[src/rtl/core/dmt_pkg.sv]
// shared types, constants and the period table of the divider and modulo timer
package dmt_pkg;

    localparam logic [8:0]  DIV_PERIOD    = 9'd256;
    localparam logic [8:0]  DIV_PRE_RESET = 9'd52;
    localparam logic [10:0] CNT_PRE_RESET = 11'd1024;
    localparam logic [2:0]  RELOAD_STAGE  = 3'd5;
    localparam logic [7:0]  COUNT_MAX     = 8'hFF;

    // configuration register indexes
    localparam logic [1:0] CFG_RELOAD_VALUE = 2'd0;
    localparam logic [1:0] CFG_TIMER_ENABLE = 2'd1;
    localparam logic [1:0] CFG_CLOCK_SELECT = 2'd2;

    // clock select codes
    localparam logic [1:0] SEL_1024 = 2'd0;
    localparam logic [1:0] SEL_16   = 2'd1;
    localparam logic [1:0] SEL_64   = 2'd2;
    localparam logic [1:0] SEL_256  = 2'd3;

    typedef struct packed {
        logic [8:0]  div_pre;
        logic [7:0]  div_cnt;
        logic [10:0] cnt_pre;
        logic [10:0] active_period;
        logic [7:0]  mod_cnt;
        logic [2:0]  ovf_stage;
    } timer_state_t;

    typedef struct packed {
        logic [7:0] reload_value;
        logic       timer_enable;
        logic [1:0] clock_select;
    } timer_cfg_t;

    function automatic logic [10:0] period_of(input logic [1:0] sel);
        logic [10:0] p;
        begin
            case (sel)
                SEL_1024: p = 11'd1024;
                SEL_16:   p = 11'd16;
                SEL_64:   p = 11'd64;
                SEL_256:  p = 11'd256;
                default:  p = 11'd1024;
            endcase
            return p;
        end
    endfunction

endpackage

[src/rtl/core/divider_and_modulo_timer.sv]
// top level of the divider and modulo timer: input stage, timer state and result stage
//
//  channel   direction  handshake                     payload
//  tick      in         tick_valid / tick_ready       tick
//  result    out        result_valid / result_ready   divider_value, counter_value,
//                                                     timer_interrupt
//  config    in         cfg_wr_en                     cfg_index, cfg_data
//
// one beat per clock sustained while the result is not stalled; an accepted tick beat passes
// the input register, then the state update that loads the result register
// reset puts the prescalers at 52 and 1024 and clears counters and the reload stage
// a stalled result holds the result register; the input stage keeps one beat
// and stops taking beats only while both stages are full
module divider_and_modulo_timer
(
    input  logic       clk,
    input  logic       rst_n,
    input  logic       tick_valid,
    output logic       tick_ready,
    input  logic       tick,
    output logic       result_valid,
    input  logic       result_ready,
    output logic [7:0] divider_value,
    output logic [7:0] counter_value,
    output logic       timer_interrupt,
    input  logic       cfg_wr_en,
    input  logic [1:0] cfg_index,
    input  logic [7:0] cfg_data
);

    dmt_pkg::timer_cfg_t   cfg_reg;
    dmt_pkg::timer_state_t state_reg;
    dmt_pkg::timer_state_t state_next;
    logic                  irq_next;
    logic                  in_valid_reg;
    logic                  in_tick_reg;
    logic                  out_valid_reg;
    logic [7:0]            div_out_reg;
    logic [7:0]            cnt_out_reg;
    logic                  irq_out_reg;
    logic                  advance;

    assign advance    = in_valid_reg && (!out_valid_reg || result_ready);
    assign tick_ready = !in_valid_reg || advance;

    always_ff @(posedge clk or negedge rst_n)
    begin
        if (!rst_n)
        begin
            cfg_reg <= '0;
        end
        else if (cfg_wr_en)
        begin
            unique case (cfg_index)
                dmt_pkg::CFG_RELOAD_VALUE: cfg_reg.reload_value <= cfg_data;
                dmt_pkg::CFG_TIMER_ENABLE: cfg_reg.timer_enable <= cfg_data[0];
                dmt_pkg::CFG_CLOCK_SELECT: cfg_reg.clock_select <= cfg_data[1:0];
                default: ;
            endcase
        end
    end

    dmt_step u_step
    (
        .state      (state_reg),
        .cfg        (cfg_reg),
        .tick       (in_tick_reg),
        .state_next (state_next),
        .irq        (irq_next)
    );

    always_ff @(posedge clk or negedge rst_n)
    begin
        if (!rst_n)
        begin
            in_valid_reg  <= 1'b0;
            in_tick_reg   <= 1'b0;
            out_valid_reg <= 1'b0;
            state_reg.div_pre       <= dmt_pkg::DIV_PRE_RESET;
            state_reg.div_cnt       <= 8'd0;
            state_reg.cnt_pre       <= dmt_pkg::CNT_PRE_RESET;
            state_reg.active_period <= 11'd0;
            state_reg.mod_cnt       <= 8'd0;
            state_reg.ovf_stage     <= 3'd0;
        end
        else
        begin
            if (tick_valid && tick_ready)
            begin
                in_valid_reg <= 1'b1;
                in_tick_reg  <= tick;
            end
            else if (advance)
            begin
                in_valid_reg <= 1'b0;
            end

            if (advance)
            begin
                state_reg     <= state_next;
                out_valid_reg <= 1'b1;
            end
            else if (result_ready)
            begin
                out_valid_reg <= 1'b0;
            end
        end
    end

    // result payload
    always_ff @(posedge clk)
    begin
        if (advance)
        begin
            div_out_reg <= state_next.div_cnt;
            cnt_out_reg <= state_next.mod_cnt;
            irq_out_reg <= irq_next;
        end
    end

    assign result_valid    = out_valid_reg;
    assign divider_value   = div_out_reg;
    assign counter_value   = cnt_out_reg;
    assign timer_interrupt = irq_out_reg;

endmodule

[src/rtl/core/dmt_step.sv]
// next-state logic for one cpu tick of the divider and modulo timer
module dmt_step
(
    input  dmt_pkg::timer_state_t state,
    input  dmt_pkg::timer_cfg_t   cfg,
    input  logic                  tick,
    output dmt_pkg::timer_state_t state_next,
    output logic                  irq
);

    logic [8:0]  div_dec;
    logic [2:0]  stage_inc;
    logic        reloaded;
    logic [10:0] period;
    logic [10:0] pre_start;
    logic [10:0] pre_dec;

    always_comb
    begin
        state_next = state;
        irq        = 1'b0;
        reloaded   = 1'b0;
        div_dec    = state.div_pre - 9'd1;
        stage_inc  = state.ovf_stage + 3'd1;
        period     = dmt_pkg::period_of(cfg.clock_select);
        pre_start  = (period != state.active_period) ? period : state.cnt_pre;
        pre_dec    = pre_start - 11'd1;

        if (tick)
        begin
            if (div_dec == 9'd0)
            begin
                state_next.div_cnt = state.div_cnt + 8'd1;
                state_next.div_pre = dmt_pkg::DIV_PERIOD;
            end
            else
            begin
                state_next.div_pre = div_dec;
            end

            // pending reload walks through its delay stages
            if (state.ovf_stage != 3'd0)
            begin
                if (stage_inc == dmt_pkg::RELOAD_STAGE)
                begin
                    state_next.mod_cnt   = cfg.reload_value;
                    state_next.ovf_stage = 3'd0;
                    irq                  = 1'b1;
                    reloaded             = 1'b1;
                end
                else
                begin
                    state_next.ovf_stage = stage_inc;
                end
            end

            if (!reloaded && cfg.timer_enable)
            begin
                state_next.active_period = period;
                if (pre_dec == 11'd0)
                begin
                    state_next.mod_cnt = state.mod_cnt + 8'd1;
                    state_next.cnt_pre = period;
                    if (state.mod_cnt == dmt_pkg::COUNT_MAX)
                    begin
                        state_next.ovf_stage = 3'd1;
                    end
                end
                else
                begin
                    state_next.cnt_pre = pre_dec;
                end
            end
        end
    end

endmodule

[config.mk]
export PLATFORM = sky130hd
export DESIGN_NAME = divider_and_modulo_timer
export DESIGN_NICKNAME = d
export VERILOG_FILES = /design/src/rtl/core/dmt_pkg.sv /design/src/rtl/core/divider_and_modulo_timer.sv /design/src/rtl/core/dmt_step.sv
export SDC_FILE = /design/constraint.sdc
export NUM_CORES = 1
export LEC_CHECK = 0
export CORE_UTILIZATION = 54
export CTS_BUF_LIST = sky130_fd_sc_hd__clkbuf_2 sky130_fd_sc_hd__clkbuf_4 sky130_fd_sc_hd__clkbuf_8
export CTS_CLUSTER_DIAMETER = 200
export DETAILED_ROUTE_END_ITERATION = 12
export DONT_BUFFER_PORTS = 1
export PLACE_DENSITY = 0.69
export SLEW_MARGIN = 25
export SYNTH_ARGS = -nofsm -noshare
export SYNTH_HDL_FRONTEND = slang
export SYNTH_HIERARCHICAL = 1
export SYNTH_SLANG_ARGS = --single-unit
[constraint.sdc]
create_clock -name clk -period 10 [get_ports clk]
set_clock_uncertainty 0.1 [all_clocks]
set_input_delay 1 -clock clk [delete_from_list [all_inputs] [get_ports clk]]
set_output_delay 1 -clock clk [all_outputs]
set_load 0.03 [all_outputs]
==> flow_summary.json <==
{
  "crit_type": "reg -> reg",
  "outcome": "finished, final reports clean",
  "cts_setup_buffers": 0,
  "relSlewSlack_pct": 43.7,
  "hold_viol": 0,
  "htree_levels": 3,
  "cts_buffers": 9,
  "final_common_cell": "mux2_2",
  "root_buffer": "clkbuf_8",
  "grt_overflow": 0,
  "maxCapViolCount": 0,
  "critPathTopFamily": "simple AND/OR/NAND/NOR gates",
  "path_cells": "mux2_2, nor4b_1, o211a_1, nand2_1, ha_1, nor4b_1, o21ai_0, and2_1, mux2i_1, nor3_4, nand4_1, a211oi_1, mux2_2",
  "drtPass1Iterations": 5,
  "postCtsResizedCells": 0,
  "cts_hold_buffers": 0,
  "die_h_um": 95,
  "peakVddDrop_uv": 103,
  "first_global_vias": 3091,
  "tightest_slew_ps": 844,
  "track_usage_pct": 21.9,
  "final_cell_mix": "mux2_2 (64), dfrtp_1 (60), nand2_1 (31), nor2_1 (31), o21ai_0 (18)",
  "routed_via_density": 6.27,
  "clk_pin_slew_ps": 80,
  "layout.nets": 448,
  "r2r_end": "state_reg[10]$_DFFE_PN0P_",
  "post_drt_wl_per_cell_um": 16.9,
  "synth-edff-count": 17,
  "critPathMaxFanout": 28,
  "rr_worst_depth": 13,
  "setup_viol": 0,
  "power_leakage_uw": 0.00209,
  "initial_core_util_pct": 56.3,
  "period_needed_ps": 4390,
  "route.detailed.drc": 0,
  "yosysWarnings": 6,
  "maxSlewViolCount": 0,
  "drt-initial-drc-count": 301,
  "cts_tree": "yes",
  "ys.flop_type": "dfrtp_1",
  "clockBufferDepth": 2,
  "die_w_um": 95,
  "grt_pass1_wl_mm": 15.0,
  "start_kind": "flop",
  "min_path_type": "in -> async",
  "reg2reg_slack_ps": 5610,
  "yosys.cell_types.count": 68,
  "async_flop_share_pct": 79.0,
  "synth.cell_area_sq_um": 4670,
  "critPathMaxStageDelay_ps": 750,
  "vias": 3342,
  "boundaryPins": 35,
  "cp.arrival_ps": 4580,
  "clock-sinks": 81,
  "syn-mean-instance-area_sq_um": 10.9,
  "drive_above_1_share_pct": 24.3,
  "place_hpwl_mm": 6.11,
  "yosysSeqAreaShare_pct": 45.3,
  "cp.required_ps": 10190,
  "netlist_instances": 430,
  "slowest_stage": "o211a_1",
  "syn-num-nets": 455,
  "grt_antenna_before_repair": 0,
  "die-area_sq_um": 9030,
  "crit_buf_inv": 0,
  "wirelength_mm": 9.02,
  "synth-seq-cells": 81,
  "timing.rr.start": "cfg_reg[1]$_DFFE_PN0P_",
  "clk-insertion-delay-late_ps": 350,
  "totalPowerFinal_uw": 1130,
  "port_buffers": 0,
  "max_freq_ghz": 0.228,
  "tns_ps": 0,
  "ant_nets": 0,
  "grt_max_degree": 65,
  "power_density_nw_per_um2": 230,
  "largest_reg_flops": 50,
  "antenna_cells": 0,
  "finalWeightedCongestion": 0.909,
  "area.growth.synth_to_final_pct": 4.85,
  "post-route-period-util_pct": 43.9,
  "rsz0062_at_grt": "false",
  "core_area_sq_um": 8300,
  "rows": 33,
  "cp-end-kind": "flop"
}
==> per-stage QoR <==
| stage | hold WS, ps | setup slack (ps) | area [sq um] | util, % | instances |
|---|---|---|---|---|---|
| finish | 235 | 5610 | 4900 | 59.0 | 533 |
| global route | 197 | 5320 | 4900 | 59.0 | 533 |
| CTS | 212 | 5700 | 4900 | 59.0 | 533 |
| detailed placement | 408 | 5730 | 4670 | 56.3 | 517 |
| global placement | 394 | 5850 | 4670 | 56.3 | 517 |
| floorplan | 375 | 6300 | 4670 | - | 430 |
==> metal layers <==
| layer | GRT usage, % | share of wire [%] |
|---|---|---|
| met4 | 11.5 | 3.1 |
| met3 | 4.11 | 5.0 |
| met1 | 30.0 | 46 |
| met2 | 32.9 | 46 |
| met5 | 0 | 0 |
==> kinds of logic (layout without fill, tap and decap cells) <==
| group | count (synthesis) | in the layout | synth area share, % |
|---|---|---|---|
| flip-flops | 81 | 81 | 45.3 |
| multiplexers | 69 | 69 | 16.5 |
| AND/OR/NAND/NOR | 151 | 151 | 18.7 |
| XOR/XNOR | 16 | 16 | 3.00 |
| AO/OA/AOI/OAI | 69 | 69 | 9.80 |
| buffers and inverters | 35 | 33 | 4.23 |
| adder cells (fa/ha/maj) | 9 | 9 | 2.41 |
==> layout make-up <==
| class | count | area [sq um] |
|---|---|---|
| Clock buffer | 9 | 124 |
| Clock inverter | 7 | 101 |
| Fill cell | 691 | 3400 |
| Inverter | 16 | 60.1 |
| Multi-Input combinational cell | 314 | 2360 |
| Sequential cell | 81 | 2120 |
| Tap cell | 105 | 131 |
| Timing Repair Buffer | 1 | 7.51 |
==> cell usage after synthesis, types with 5 or more instances <==
cell type / instances / share of area, %
a21oi_1: 13 / 1.4
o22ai_1: 5 / 0.67
mux2_2: 64 / 15
o21ai_0: 18 / 1.9
nand3_1: 12 / 1.3
inv_1: 14 / 1.1
a211oi_1: 5 / 0.80
xnor2_1: 8 / 1.5
o31ai_1: 5 / 0.80
nand4_1: 5 / 0.67
nor3_1: 10 / 1.1
ha_1: 9 / 2.4
nand2_1: 31 / 2.5
nand3b_1: 5 / 0.80
clkbuf_1: 8 / 0.64
and2_1: 9 / 1.2
nand2b_1: 7 / 0.94
dfrtp_1: 60 / 32
edfxtp_1: 17 / 11
nor2_1: 31 / 2.5
buf_6: 8 / 1.9
nor4_1: 6 / 0.80
xor2_1: 8 / 1.5
and3_1: 5 / 0.67
==> how the worst max path moves through the flow <==
stage               slack (ps)  cells past startpoint                       from                   endpoint
global route              5320                     13  state_reg[11]$_DFFE_PN0P_  state_reg[10]$_DFFE_PN0P_
floorplan                 6300                     17     cfg_reg[1]$_DFFE_PN0P_   state_reg[8]$_DFFE_PN0P_
finish                    5610                     13     cfg_reg[1]$_DFFE_PN0P_  state_reg[10]$_DFFE_PN0P_
global placement          5850                     13     cfg_reg[1]$_DFFE_PN0P_   state_reg[8]$_DFFE_PN0P_
CTS                       5700                     13     cfg_reg[1]$_DFFE_PN0P_  state_reg[26]$_DFFE_PN0P_
detailed placement        5730                     13     cfg_reg[1]$_DFFE_PN0P_  state_reg[26]$_DFFE_PN0P_
==> where the power goes <==
part           leakage (uW)  switching, uW  total [uW]  internal [uW]
registers          0.000980            102         509            407
clock network      0.000113            126         269            143
logic              0.000999            183         349            166
==> worst reg2reg max path, stage by stage (launching register included) <==
cell and delay, ps:
dfrtp_1 490, mux2_2 370, nor4b_1 320, o211a_1 750, nand2_1 180, ha_1 380, nor4b_1 230, o21ai_0 160
and2_1 190, mux2i_1 160, nor3_4 290, nand4_1 160, a211oi_1 360, mux2_2 210
Note: power is estimated with default switching activity, not from simulation.
